### config.mk
export PLATFORM = sky130hd
export DESIGN_NAME = scrolling_level_strip_chart
export DESIGN_NICKNAME = d
export VERILOG_FILES = /design/src/design/slsc_pkg.sv /design/src/design/slsc_band_search.sv /design/src/design/scrolling_level_strip_chart.sv
export SDC_FILE = /design/constraint.sdc
export NUM_CORES = 1
export LEC_CHECK = 0
export BUFFER_PORTS_ARGS = -buffer_cell sky130_fd_sc_hd__buf_2
export CAP_MARGIN = 20
export CORE_ASPECT_RATIO = 1.75
export CORE_MARGIN = 8
export CORE_UTILIZATION = 55
export DETAILED_ROUTE_END_ITERATION = 12
export GPL_TIMING_DRIVEN = 0
export PLACE_DENSITY_LB_ADDON = 0.08
export SLEW_MARGIN = 15
export SYNTH_ARGS = -nofsm -noshare
export SYNTH_HDL_FRONTEND = slang
export SYNTH_SLANG_ARGS = --single-unit
### constraint.sdc
create_clock -name clk -period 7.6 [get_ports clk]
set_input_delay 0.38 -clock clk [delete_from_list [all_inputs] [get_ports clk]]
set_output_delay 0.38 -clock clk [all_outputs]
set_load 0.005 [all_outputs]
### src/design/slsc_pkg.sv
// ----------------------------------------------------------------------------
// slsc_pkg: shared types and constants for the scrolling level strip chart
// Holds the sequencer state type, the band search result, the reset full
// scale and the fixed over-range pattern.
// ----------------------------------------------------------------------------
package slsc_pkg;

    localparam int unsigned BAND_COUNT = 8;
    localparam int unsigned IDX_W = $clog2(BAND_COUNT);

    localparam logic [15:0] RESET_FULL_SCALE = 16'd65000;

    // Register map, word index taken from paddr[2].
    localparam logic REG_FULL_SCALE = 1'b0;

    typedef enum logic [1:0] {
        ST_IDLE,
        ST_SEARCH,
        ST_EMIT
    } state_t;

    typedef struct packed {
        logic             done;
        logic             over;
        logic [IDX_W-1:0] band;
    } band_result_t;

    // Row bytes shown when a sample lies above the top band.
    function automatic logic [7:0] error_row(input logic [IDX_W-1:0] row);
        logic [7:0] pattern;
        case (row)
            3'd0:    pattern = 8'h00;
            3'd1:    pattern = 8'h7e;
            3'd2:    pattern = 8'h46;
            3'd3:    pattern = 8'h4a;
            3'd4:    pattern = 8'h52;
            3'd5:    pattern = 8'h62;
            3'd6:    pattern = 8'h7e;
            default: pattern = 8'h00;
        endcase
        return pattern;
    endfunction

endpackage

### src/design/slsc_band_search.sv
// ----------------------------------------------------------------------------
// slsc_band_search: iterative band classifier
// One adder and one comparator walk the band edges step, 2*step, ... and
// report the first edge above the sample, or over range when the sample is at or above every edge.
// ----------------------------------------------------------------------------
module slsc_band_search (
    input  logic                        clk,
    input  logic                        rst_n,
    input  logic                        start,
    input  logic [15:0]                 sample,
    input  logic [15:0]                 full_scale,
    output slsc_pkg::band_result_t      result
);

    logic                        busy_reg, busy_next;
    logic [15:0]                 edge_reg, edge_next;
    logic [12:0]                 step_reg, step_next;
    logic [slsc_pkg::IDX_W-1:0]  cnt_reg, cnt_next;
    logic                        below;

    assign below = sample < edge_reg;

    always_comb
    begin
        busy_next   = busy_reg;
        edge_next   = edge_reg;
        step_next   = step_reg;
        cnt_next    = cnt_reg;
        result.done = 1'b0;
        result.over = 1'b0;
        result.band = cnt_reg;
        if (start)
        begin
            busy_next = 1'b1;
            step_next = full_scale[15:3];
            edge_next = {3'b000, full_scale[15:3]};
            cnt_next  = '0;
        end
        else if (busy_reg)
        begin
            if (below)
            begin
                result.done = 1'b1;
                busy_next   = 1'b0;
            end
            else if (cnt_reg == slsc_pkg::IDX_W'(slsc_pkg::BAND_COUNT - 1))
            begin
                result.done = 1'b1;
                result.over = 1'b1;
                busy_next   = 1'b0;
            end
            else
            begin
                // The top edge is at most 8 * 8191, so 16 bits never wrap.
                edge_next = edge_reg + {3'b000, step_reg};
                cnt_next  = cnt_reg + 1'b1;
            end
        end
    end

    always_ff @(posedge clk or negedge rst_n)
    begin
        if (!rst_n)
        begin
            busy_reg <= 1'b0;
        end
        else
        begin
            busy_reg <= busy_next;
        end
    end

    always_ff @(posedge clk)
    begin
        edge_reg <= edge_next;
        step_reg <= step_next;
        cnt_reg  <= cnt_next;
    end

endmodule

### src/design/scrolling_level_strip_chart.sv
// ----------------------------------------------------------------------------
// scrolling_level_strip_chart: eight-column scrolling level display driver
// Sorts each sample into one of eight bands or over range, scrolls the history
// when in range and emits the eight display row writes for the new picture.
// ----------------------------------------------------------------------------
// Usage:
// A sample enters on the sample channel (valid/ready). The block is ready
// only while idle; once a transaction is taken, the band search compares the
// sample against one band edge per cycle, using the single shared adder and
// comparator in the search unit. Then eight row write transactions leave on
// the output channel, addresses 1 (oldest column) to 8 (newest), one per
// cycle when the receiver is ready, with last_write high on the eighth. The
// next sample is accepted only once the block is idle again after the eighth
// write. A sample at or above eight bands leaves the history alone and the
// eight writes carry the fixed error picture with over_range set. When the
// receiver stalls, the current write holds steady until taken and no new
// sample is accepted. Reset blanks the history and loads the default full
// scale of 65000. full_scale is written over the APB port at byte address 0;
// the user must write it only while the block is idle, as the block itself
// does not enforce this.
// ----------------------------------------------------------------------------
module scrolling_level_strip_chart (
    input  logic        clk,
    input  logic        rst_n,
    // Sample channel
    input  logic        valid_in,
    output logic        ready_in,
    input  logic [15:0] sample,
    // Row write channel
    output logic        valid_out,
    input  logic        ready_out,
    output logic [3:0]  row_address,
    output logic [7:0]  row_data,
    output logic        last_write,
    output logic        over_range,
    // Configuration port
    input  logic        psel,
    input  logic        penable,
    input  logic        pwrite,
    input  logic [2:0]  paddr,
    input  logic [31:0] pwdata,
    output logic [31:0] prdata,
    output logic        pready
);

    localparam logic [slsc_pkg::IDX_W-1:0] LAST_ROW =
        slsc_pkg::IDX_W'(slsc_pkg::BAND_COUNT - 1);

    slsc_pkg::state_t             state_reg, state_next;
    logic [15:0]                  full_scale_reg;
    logic [15:0]                  sample_reg;
    logic [7:0]                   history_reg [slsc_pkg::BAND_COUNT];
    logic [slsc_pkg::IDX_W-1:0]   row_reg, row_next;
    logic                         over_reg, over_next;
    logic                         search_start;
    logic                         in_take;
    logic                         out_take;
    logic                         shift_en;
    slsc_pkg::band_result_t       search_res;

    // The register map holds one word; paddr[2] selects it, the byte offset
    // within the word is ignored.
    assign pready = 1'b1;
    assign prdata = (paddr[2] == slsc_pkg::REG_FULL_SCALE) ?
                    {16'h0000, full_scale_reg} : 32'h0000_0000;

    always_ff @(posedge clk or negedge rst_n)
    begin
        if (!rst_n)
        begin
            full_scale_reg <= slsc_pkg::RESET_FULL_SCALE;
        end
        else if (psel && penable && pwrite && pready &&
                 paddr[2] == slsc_pkg::REG_FULL_SCALE)
        begin
            full_scale_reg <= pwdata[15:0];
        end
    end

    slsc_band_search u_search (
        .clk        (clk),
        .rst_n      (rst_n),
        .start      (search_start),
        .sample     (sample_reg),
        .full_scale (full_scale_reg),
        .result     (search_res)
    );

    assign in_take  = valid_in && ready_in;
    assign out_take = valid_out && ready_out;

    // Next state of the sequencer.
    always_comb
    begin
        state_next = state_reg;
        case (state_reg)
            slsc_pkg::ST_IDLE:
            begin
                if (in_take)
                begin
                    state_next = slsc_pkg::ST_SEARCH;
                end
            end
            slsc_pkg::ST_SEARCH:
            begin
                if (search_res.done)
                begin
                    state_next = slsc_pkg::ST_EMIT;
                end
            end
            slsc_pkg::ST_EMIT:
            begin
                if (out_take && row_reg == LAST_ROW)
                begin
                    state_next = slsc_pkg::ST_IDLE;
                end
            end
            default:
            begin
                state_next = slsc_pkg::ST_IDLE;
            end
        endcase
    end

    // Sequencer outputs and datapath controls.
    always_comb
    begin
        ready_in     = 1'b0;
        valid_out    = 1'b0;
        search_start = 1'b0;
        shift_en     = 1'b0;
        row_next     = row_reg;
        over_next    = over_reg;
        case (state_reg)
            slsc_pkg::ST_IDLE:
            begin
                ready_in     = 1'b1;
                search_start = in_take;
            end
            slsc_pkg::ST_SEARCH:
            begin
                if (search_res.done)
                begin
                    shift_en  = !search_res.over;
                    over_next = search_res.over;
                    row_next  = '0;
                end
            end
            slsc_pkg::ST_EMIT:
            begin
                valid_out = 1'b1;
                if (out_take)
                begin
                    row_next = row_reg + 1'b1;
                end
            end
            default:
            begin
                ready_in = 1'b0;
            end
        endcase
    end

    always_ff @(posedge clk or negedge rst_n)
    begin
        if (!rst_n)
        begin
            state_reg <= slsc_pkg::ST_IDLE;
            for (int i = 0; i < slsc_pkg::BAND_COUNT; i++)
            begin
                history_reg[i] <= 8'h00;
            end
        end
        else
        begin
            state_reg <= state_next;
            if (shift_en)
            begin
                // Scroll toward the oldest column; the newest gets the band bit.
                for (int i = 0; i < slsc_pkg::BAND_COUNT - 1; i++)
                begin
                    history_reg[i] <= history_reg[i + 1];
                end
                history_reg[slsc_pkg::BAND_COUNT - 1] <= 8'h01 << search_res.band;
            end
        end
    end

    always_ff @(posedge clk)
    begin
        row_reg  <= row_next;
        over_reg <= over_next;
        if (in_take)
        begin
            sample_reg <= sample;
        end
    end

    assign row_address = {1'b0, row_reg} + 4'd1;
    assign row_data    = over_reg ? slsc_pkg::error_row(row_reg) : history_reg[row_reg];
    assign last_write  = (row_reg == LAST_ROW);
    assign over_range  = over_reg;

endmodule
==> run summary, run 1 <==
Sum Neg Setup Slack - 0 ns
Final Non-Filler Cells - 839
Synth top area cells - dfrtp_1, edfxtp_1, mux2_2
Switching portion of total power - 33.8%
Routed Antenna Nets - 0
DIE WIDTH - 100 um
WL/cell - 17.2 um
I/O Buffers - 71
Final hold violations - 0
Final period utilization - 50.3%
TritonCTS buffer count - 17
Number of diodes - 0
Setup repair bufs after CTS - 0
Vias/cell - 5.44
Via count - 4,565
Shortest period the worst path allows - 3.82 ns
Peak VDD IR - 0.225 mV
CP max FO - 10
Pre-Repair DR Iteration Count - 4
Dpl ws - 4.13 ns
Core Region - 12,400 um^2
CP Cell Sequence - clkbuf_1 -> buf_2 -> inv_1 -> ha_1 -> a2111oi_0 -> a31oi_1 -> buf_2
Routed Wire Length - 14,400 um
GPL Wtd Cong - 0.792
# IOs - 107
Std cell rows - 54
Number of synthesized flops with an enable pin - 46
GRT Util Overall - 18.6%
Clock network power share - 27.6%
RR Startpoint - u_search.edge_reg[13]
Synth-to-layout area growth - 18.5%
Crit path top cell by count - buf_2
Max Clk Rate - 262 MHz
Share of cells above drive strength 1 - 35.8%
Area after DPL - 7540 um^2
Number of max-cap violations - 0
Leakage - 3.79 nW
Cell area after layout - 8140 um^2
DIE HEIGHT - 164 um
Mapped Cells - 550
Global-route wire length before repair - 23,800 um
Clk buf depth - 2
Largest net degree at the start of global routing - 61
Ys Warns - 0
Vias in the first global route - 5,100
Root buffer cell - clkbuf_16
CTS tree - done
Worst setup EP type - primary output
Final Util - 65.9%
Hold Startpoint - sample[3]
Largest delay contributor family on the critical path - buffers and inverters
Synth Area per Inst - 12.5 um^2
Max reg flops - 64
Worst Slack Setup Final - 3.78 ns
Seq/Total Area, Yosys - 52.3%
Top-area cell type share of the netlist area - 26.2%
Status - finished, final reports clean
Power density over the cells - 359 nW/um^2
Mapped Area - 6870 um^2
Leading area contributor after synthesis - dfrtp_1
Worst Tran Pin Value - 1.06 ns
Combinational share of power - 33.9%
Element type at the critical path start - flop
Most frequent cell after synthesis - mux2_2
Critical path origin - row_reg[0]
Setup Viol. Count Final - 0
Worst-path clk slew - 0.06 ns
Unrepaired setup endpoints after global routing - false
Htree depth - 4
Ys async rst share - 61.5%
Critical Path Max Stage Delay - 0.94 ns
Clock sinks - 135
Gr ovfl total - 0
Critical path class - flop to primary output
Initial antenna violation count - 0
Post-DP HPWL - 11,100 um
Post-synthesis cell type count - 55
Main flop type after synthesis - dfrtp_1
# DRC - 0
Net Sw Power - 988 uW
Worst slew margin - 27.3%
Crit path DAT - 3.44 ns
Initial Util - 55.6%
Die Area - 16,500 um^2
Pint - 1.94 mW
Cell count after placement - 806
Fin. max-slew vios - 0
Required time of the worst setup path - 7.22 ns
Number of DRC markers in iteration 0 - 121
Most instantiated cells after synthesis - mux2_2, dfrtp_1, edfxtp_1
Sequential share of power - 38.5%
Setup Skew - 0.00805 ns
Clk Latency, worst-skew pair - 0.41 ns
# nets final - 757
Class of the worst hold path - input port to flop
Worst Path Buf+Inv - 4
Yosys reg bits - 135
Critical Path Slowest Stage Cell - a2111oi_0
layout make-up:
type | instances | area [um^2]
Tap cell | 168 | 210
Inverter | 36 | 135
Buffer | 37 | 218
Multi-Input combinational cell | 357 | 2980
Clock inverter | 14 | 140
Clock buffer | 18 | 450
Fill cell | 979 | 4220
Sequential cell | 135 | 3590
Timing Repair Buffer | 74 | 415
power groups by stage:
stage / logic, mW / registers, mW / clock network (mW)
final: 0.992 / 1.13 / 0.809
after global routing: 1.10 / 1.15 / 0.853
after CTS: 1.00 / 1.13 / 0.825
after detailed placement: 0.983 / 1.14 / 0
after global placement: 0.940 / 1.13 / 0
after floorplan: 0.737 / 1.10 / 0
cells by family (layout without fill, tap and decap cells):
group | count (synthesis) | in the layout | synth area share, %
other | 2 | 17 | 0.109
AO/OA/AOI/OAI | 83 | 83 | 7.91
flip-flops | 135 | 135 | 52.3
buffers and inverters | 73 | 179 | 5.12
AND/OR/NAND/NOR | 116 | 116 | 8.27
adder cells (fa/ha/maj) | 41 | 41 | 7.58
XOR/XNOR | 7 | 7 | 0.893
multiplexers | 93 | 93 | 17.8
layer usage:
layer  routed length, um  global-route usage (%)  up-vias
met5                   0                       0        -
met4                 533                    10.7        0
met3                 391                    4.07       31
met2                8600                    36.7      118
met1                4900                    16.4     2229
li1                    -                       -     2187
cell usage in the layout (no fill, tap or decap), types with 3 or more instances in the layout:
cell type / synthesis / routed
xor2_1: 3 / 3
nor3_1: 3 / 3
mux2_2: 75 / 75
nor2b_1: 19 / 19
a21o_1: 5 / 5
a211oi_1: 7 / 7
and4_1: 3 / 3
a21oi_1: 19 / 19
buf_4: 18 / 19
o211ai_1: 3 / 3
dfstp_2: 11 / 11
xnor2_1: 4 / 4
edfxtp_1: 46 / 46
dfrtp_1: 72 / 72
nand3_1: 10 / 10
clkinv_4: 0 / 4
nand2_1: 34 / 34
a31o_2: 4 / 4
inv_6: 0 / 3
and3_1: 3 / 3
buf_2: 8 / 78
o31ai_1: 5 / 5
clkbuf_1: 11 / 10
dfxtp_1: 6 / 6
a31oi_1: 5 / 5
ha_1: 40 / 40
inv_1: 34 / 34
mux4_2: 16 / 16
nand2b_1: 5 / 5
o21ai_0: 19 / 19
conb_1: 2 / 17
clkbuf_16: 0 / 18
nor2_1: 30 / 30
what timing repair did:
action | CTS | global route
hold buffers | 1 | 0
resized for setup | 0 | 0
endpoints found under the hold margin | 12 | 0
setup endpoints to repair | 0 | 0
metrics by stage:
| step | power, mW | hold WS [ns] |
|---|---|---|
| 2_1_floorplan | 1.83 | 0.0844 |
| 3_3_place_gp | 2.07 | 0.465 |
| 3_5_place_dp | 2.12 | 0.316 |
| 4_1_cts | 2.95 | 0.123 |
| 5_1_grt | 3.11 | 0.118 |
| 6_report | 2.93 | 0.143 |
worst paths after layout:
path                                          to  slack (ns)  depth (start not counted)
min                                sample_reg[3]        0.14                          1
max in group asynchronous           state_reg[0]        6.58                          3
min in group asynchronous        history_reg[40]        0.41                          2
max                                  row_data[1]        3.78                          7
min reg2reg                u_search.edge_reg[15]        0.48                          2
max reg2reg                 u_search.edge_reg[6]        4.44                          8
No activity file was read; power rests on OpenSTA's default activity.
==> run 2: changes to the inputs <==
==> constraint.sdc (replaced) <==
create_clock -name clk -period 3.69 [get_ports clk]
set_input_delay 0.1845 -clock clk [delete_from_list [all_inputs] [get_ports clk]]
set_output_delay 0.1845 -clock clk [all_outputs]
set_load 0.005 [all_outputs]
==> run summary, run 2 (synthesis results as in run 1) <==
Status - finished, final reports clean
Die Area - 16,500 um^2
Number of diodes - 0
Clock network power share - 27.5%
Sum Neg Setup Slack - 0 ns
Peak VDD IR - 0.464 mV
Most frequent cells in the layout - buf_2, mux2_2, dfrtp_1
Clk Latency, worst-skew pair - 0.41 ns
Final period utilization - 93.8%
Synth-to-layout area growth - 23.0%
Global-route wire length before repair - 24,400 um
Number of DRC markers in iteration 0 - 150
Clk buf depth - 2
Net Sw Power - 2.05 mW
Element type at the critical path start - flop
Final hold violations - 0
GRT Util Overall - 19.0%
Critical Path Slowest Stage Cell - a2111oi_1
Worst Path Buf+Inv - 4
Worst Tran Pin Value - 0.820 ns
Most common cell after layout, fill and taps aside - buf_2
Unrepaired setup endpoints after global routing - false
Setup Skew - 0.0121 ns
Switching portion of total power - 33.8%
# nets final - 787
Crit path DAT - 3.28 ns
Post-DP HPWL - 11,100 um
Worst slew margin - 45.2%
Vias/cell - 5.39
WL/cell - 16.9 um
Required time of the worst setup path - 3.51 ns
Fin. max-slew vios - 0
DIE WIDTH - 100 um
Root buffer cell - clkbuf_16
Via count - 4,683
Combinational share of power - 34.2%
CP max FO - 10
Std cell rows - 54
Pre-Repair DR Iteration Count - 4
# IOs - 107
Clock sinks - 135
Worst setup EP type - primary output
Critical path class - flop to primary output
Share of cells above drive strength 1 - 34.4%
Initial Util - 55.6%
Sequential share of power - 38.3%
Shortest period the worst path allows - 3.46 ns
TritonCTS buffer count - 17
Number of max-cap violations - 0
Setup Viol. Count Final - 0
CP Cell Sequence - clkbuf_1 -> clkbuf_1 -> inv_1 -> ha_1 -> a2111oi_1 -> a31oi_1 -> buf_2
Routed Wire Length - 14,700 um
Pint - 4.02 mW
Htree depth - 4
Leakage - 3.92 nW
I/O Buffers - 71
Vias in the first global route - 5,211
Max Clk Rate - 289 MHz
Core Region - 12,400 um^2
Largest net degree at the start of global routing - 61
Worst Hold Margin - 0.0207 ns
Largest delay contributor family on the critical path - buffers and inverters
Max reg flops - 64
Routed Antenna Nets - 0
Class of the worst hold path - input port to flop
CTS tree - done
Initial antenna violation count - 0
Worst-path clk slew - 0.06 ns
# DRC - 0
Power density over the cells - 718 nW/um^2
Gr ovfl total - 0
DIE HEIGHT - 164 um
Critical Path Max Stage Delay - 0.77 ns
Crit path top cell by count - clkbuf_1
GPL Wtd Cong - 0.792
## run 2: worst paths after layout
path                                       start               endpoint  slack, ns  cells past startpoint
max                                   row_reg[1]            row_data[1]       0.23                      7
min                                   pwdata[11]     full_scale_reg[11]       0.02                      2
max reg2reg                u_search.edge_reg[13]   u_search.edge_reg[8]       0.53                      8
min reg2reg                u_search.edge_reg[15]  u_search.edge_reg[15]       0.48                      2
max in group asynchronous                  rst_n           state_reg[0]       2.87                      3
min in group asynchronous                  rst_n        history_reg[40]       0.21                      2
## run 2: metal layers
layer | share of wire (%) | GRT usage (%) | vias to the layer above | wire [um]
li1 | - | - | 2250 | -
met1 | 34 | 16.8 | 2278 | 4990
met2 | 59 | 37.6 | 120 | 8730
met3 | 2.8 | 4.24 | 35 | 416
met4 | 4.0 | 10.7 | 0 | 591
met5 | 0 | 0 | - | 0
## run 2: cell type report
class | count | area, um^2
tap | 168 | 210
fill | 946 | 3920
sequential | 135 | 3590
buffer | 37 | 219
multi-input combinational | 357 | 2980
clock buffer | 18 | 450
timing repair buffer | 104 | 716
inverter | 36 | 135
clock inverter | 14 | 140
## run 2: stage by stage
step / setup slack (ns) / std cells / cell area (um^2) / power, mW / util (%)
floorplan: 1.04 / 565 / 6930 / 3.78 / -
global placement: 0.412 / 804 / 7490 / 4.26 / 60.6
detailed placement: 0.415 / 806 / 7540 / 4.37 / 61.0
CTS: 0.141 / 869 / 8440 / 6.11 / 68.3
global route: 0.0270 / 869 / 8450 / 6.43 / 68.3
finish: 0.229 / 869 / 8450 / 6.06 / 68.3
## run 2: timing repair
action / CTS / global route
endpoints found under the hold margin: 53 / 0
setup endpoints to repair: 2 / 2
buffers inserted: 0 / 0
pin swaps: 0 / 0
resized for setup: 1 / 3
hold buffers: 31 / 0
## run 2: power by group through the flow
stage          clock, mW  sequential (mW)  combinational, mW
2_1_floorplan          0             2.26               1.52
3_3_place_gp           0             2.32               1.94
3_5_place_dp           0             2.35               2.03
4_1_cts             1.70             2.32               2.09
5_1_grt             1.75             2.37               2.30
6_report            1.67             2.32               2.07
==> run 3: changes to the inputs <==
--- a/config.mk
+++ b/config.mk
@@ -5,6 +5,7 @@
 export SDC_FILE = /design/constraint.sdc
 export NUM_CORES = 1
 export LEC_CHECK = 0
+export ABC_AREA = 1
 export BUFFER_PORTS_ARGS = -buffer_cell sky130_fd_sc_hd__buf_2
 export CAP_MARGIN = 20
 export CORE_ASPECT_RATIO = 1.75
==> run summary, run 3 <==
Setup repair bufs after CTS - 0
Crit path DAT - 2.80 ns
Number of max-cap violations - 0
Initial antenna violation count - 0
Unrepaired setup endpoints after global routing - false
Number of synthesized flops with an enable pin - 46
Via count - 6,551
Shortest period the worst path allows - 2.98 ns
Share of cells above drive strength 1 - 16.9%
CP max FO - 11
Most instantiated cells after synthesis - nand2_1, nor2_1, dfrtp_1, inv_1, nand4_1
Final Non-Filler Cells - 1,176
Htree depth - 4
Synth Area per Inst - 8.56 um^2
Clk buf depth - 2
Top Metal Used - met4
Mapped Area - 7390 um^2
Setup Skew - 0.0140 ns
Worst slew margin - 43.0%
Worst Slack Setup Final - 0.707 ns
Final period utilization - 80.8%
Critical path class - flop to primary output
DIE WIDTH - 104 um
Post-synthesis cell type count - 46
Max reg flops - 64
Vias/cell - 5.57
Total power - 6.87 mW
GRT Util Overall - 23.8%
Die Area - 17,500 um^2
Synth-to-layout area growth - 19.5%
Element type at the critical path start - flop
Dpl ws - 1.12 ns
Max Clk Rate - 335 MHz
Class of the worst hold path - input port to flop
Clk Latency, worst-skew pair - 0.42 ns
Power density over the cells - 779 nW/um^2
Number of DRC markers in iteration 0 - 293
Ys async rst share - 61.5%
# IOs - 107
Std cell rows - 56
DIE HEIGHT - 169 um
Gr ovfl total - 0
I/O Buffers - 70
Pre-Repair DR Iteration Count - 5
WL met1 - 7170 um
Top-area cell type share of the netlist area - 24.4%
Routed Wire Length - 20,700 um
Routed Antenna Nets - 0
Worst Hold Margin - 0.00576 ns
Core Region - 13,200 um^2
Fin. max-slew vios - 0
Most common cell after layout, fill and taps aside - nand2_1
Worst Tran Pin Value - 0.856 ns
Clock sinks - 135
Setup Viol. Count Final - 0
Worst-path clk slew - 0.06 ns
WL met2 - 11,600 um
Vias in the first global route - 6,808
Ys Warns - 0
Root buffer cell - clkbuf_16
CTS tree - done
Mapped Cells - 863
Seq/Total Area, Yosys - 48.6%
Most frequent cell after synthesis - nand2_1
# nets final - 1,088
Required time of the worst setup path - 3.51 ns
Main flop type after synthesis - dfrtp_1
Status - finished, final reports clean
Number of diodes - 0
GPL Wtd Cong - 0.983
Final hold violations - 0
Global-route wire length before repair - 33,400 um
Post-DP HPWL - 15,500 um
Cell count after placement - 1,123
Leading area contributor after synthesis - dfrtp_1
Leakage - 4.44 nW
Most frequent cells in the layout - nand2_1, nor2_1, buf_2
Worst setup EP type - primary output
Met3 WL - 902 um
Peak VDD IR - 0.422 mV
Synth top area cells - dfrtp_1, edfxtp_1, nand2_1
TritonCTS buffer count - 17
# DRC - 0
Sum Neg Setup Slack - 0 ns
Largest net degree at the start of global routing - 50
Yosys reg bits - 135
WL/cell - 17.6 um
Initial Util - 55.8%
[run 3: cell count changes in the layout (fill, tap and decap cells not counted), sizes merged, moves of 38 or more]
cell,delta
inv,+38
mux2,-75
nand2,+182
nand4,+66
nor2,+67
o21ai,+46
[run 3: area by class of cell]
type                       count  area, um^2
inverter                      75         282
timing repair buffer          92         591
tap                          174         218
clock inverter                12         116
multi-input combinational    606        3170
clock buffer                  20         458
buffer                        62         402
fill                        1101        4420
sequential                   135        3590
[run 3: power breakdown]
part | switching, mW | internal, mW | leakage, nW
registers | 0.321 | 2.08 | 1.57
clock network | 0.683 | 0.976 | 0.281
logic | 1.86 | 0.948 | 2.59
total | 2.86 | 4.01 | 4.44
[run 3: per-layer routing]
layer / vias to the layer above / GRT usage, %
li1: 3126 / -
met1: 3120 / 22.1
met2: 238 / 46.9
met3: 67 / 4.03
met4: 0 / 14.1
met5: - / 0
[run 3: metrics by stage]
stage	util, %	area, um^2
floorplan	-	7440
global placement	60.5	8010
detailed placement	60.7	8040
CTS	66.7	8830
global route	66.7	8830
finish	66.7	8830
[run 3: path summary, 6_finish.rpt]
| check | start | slack (ns) | depth (start not counted) | end |
|---|---|---|---|---|
| worst max register to register | u_search.edge_reg[13] | 1.11 | 8 | u_search.edge_reg[8] |
| min in group asynchronous | rst_n | 0.27 | 2 | history_reg[28] |
| max in group asynchronous | rst_n | 2.78 | 3 | history_reg[63] |
| worst min-delay path | pwdata[10] | 0.006 | 3 | full_scale_reg[10] |
| worst min register to register | full_scale_reg[9] | 0.45 | 0 | u_search.step_reg[6] |
| worst max-delay path | row_reg[1] | 0.71 | 10 | row_data[3] |
[run 3: logic make-up after synthesis]
kind of cell	share of synthesized area, %
buf+inv	9.25
simple gates	24.0
fa+ha+maj	7.04
xor+xnor	0.593
other cells	0.102
flops	48.6
compound gates	10.3
[run 3: critical path: stages (launching register included)]
cell      delay [ns]
edfxtp_1        0.58
inv_1           0.29
clkbuf_1        0.52
ha_1            0.32
inv_1           0.06
nor2_1          0.13
a21oi_1         0.06
inv_1           0.10
o21ai_0         0.07
o21ai_0         0.11
buf_2           0.15
[run 3: repair_timing]
action                    CTS  global route
hold endpoints to repair   43             0
hold buffers               21             0
gates resized for setup     0             0
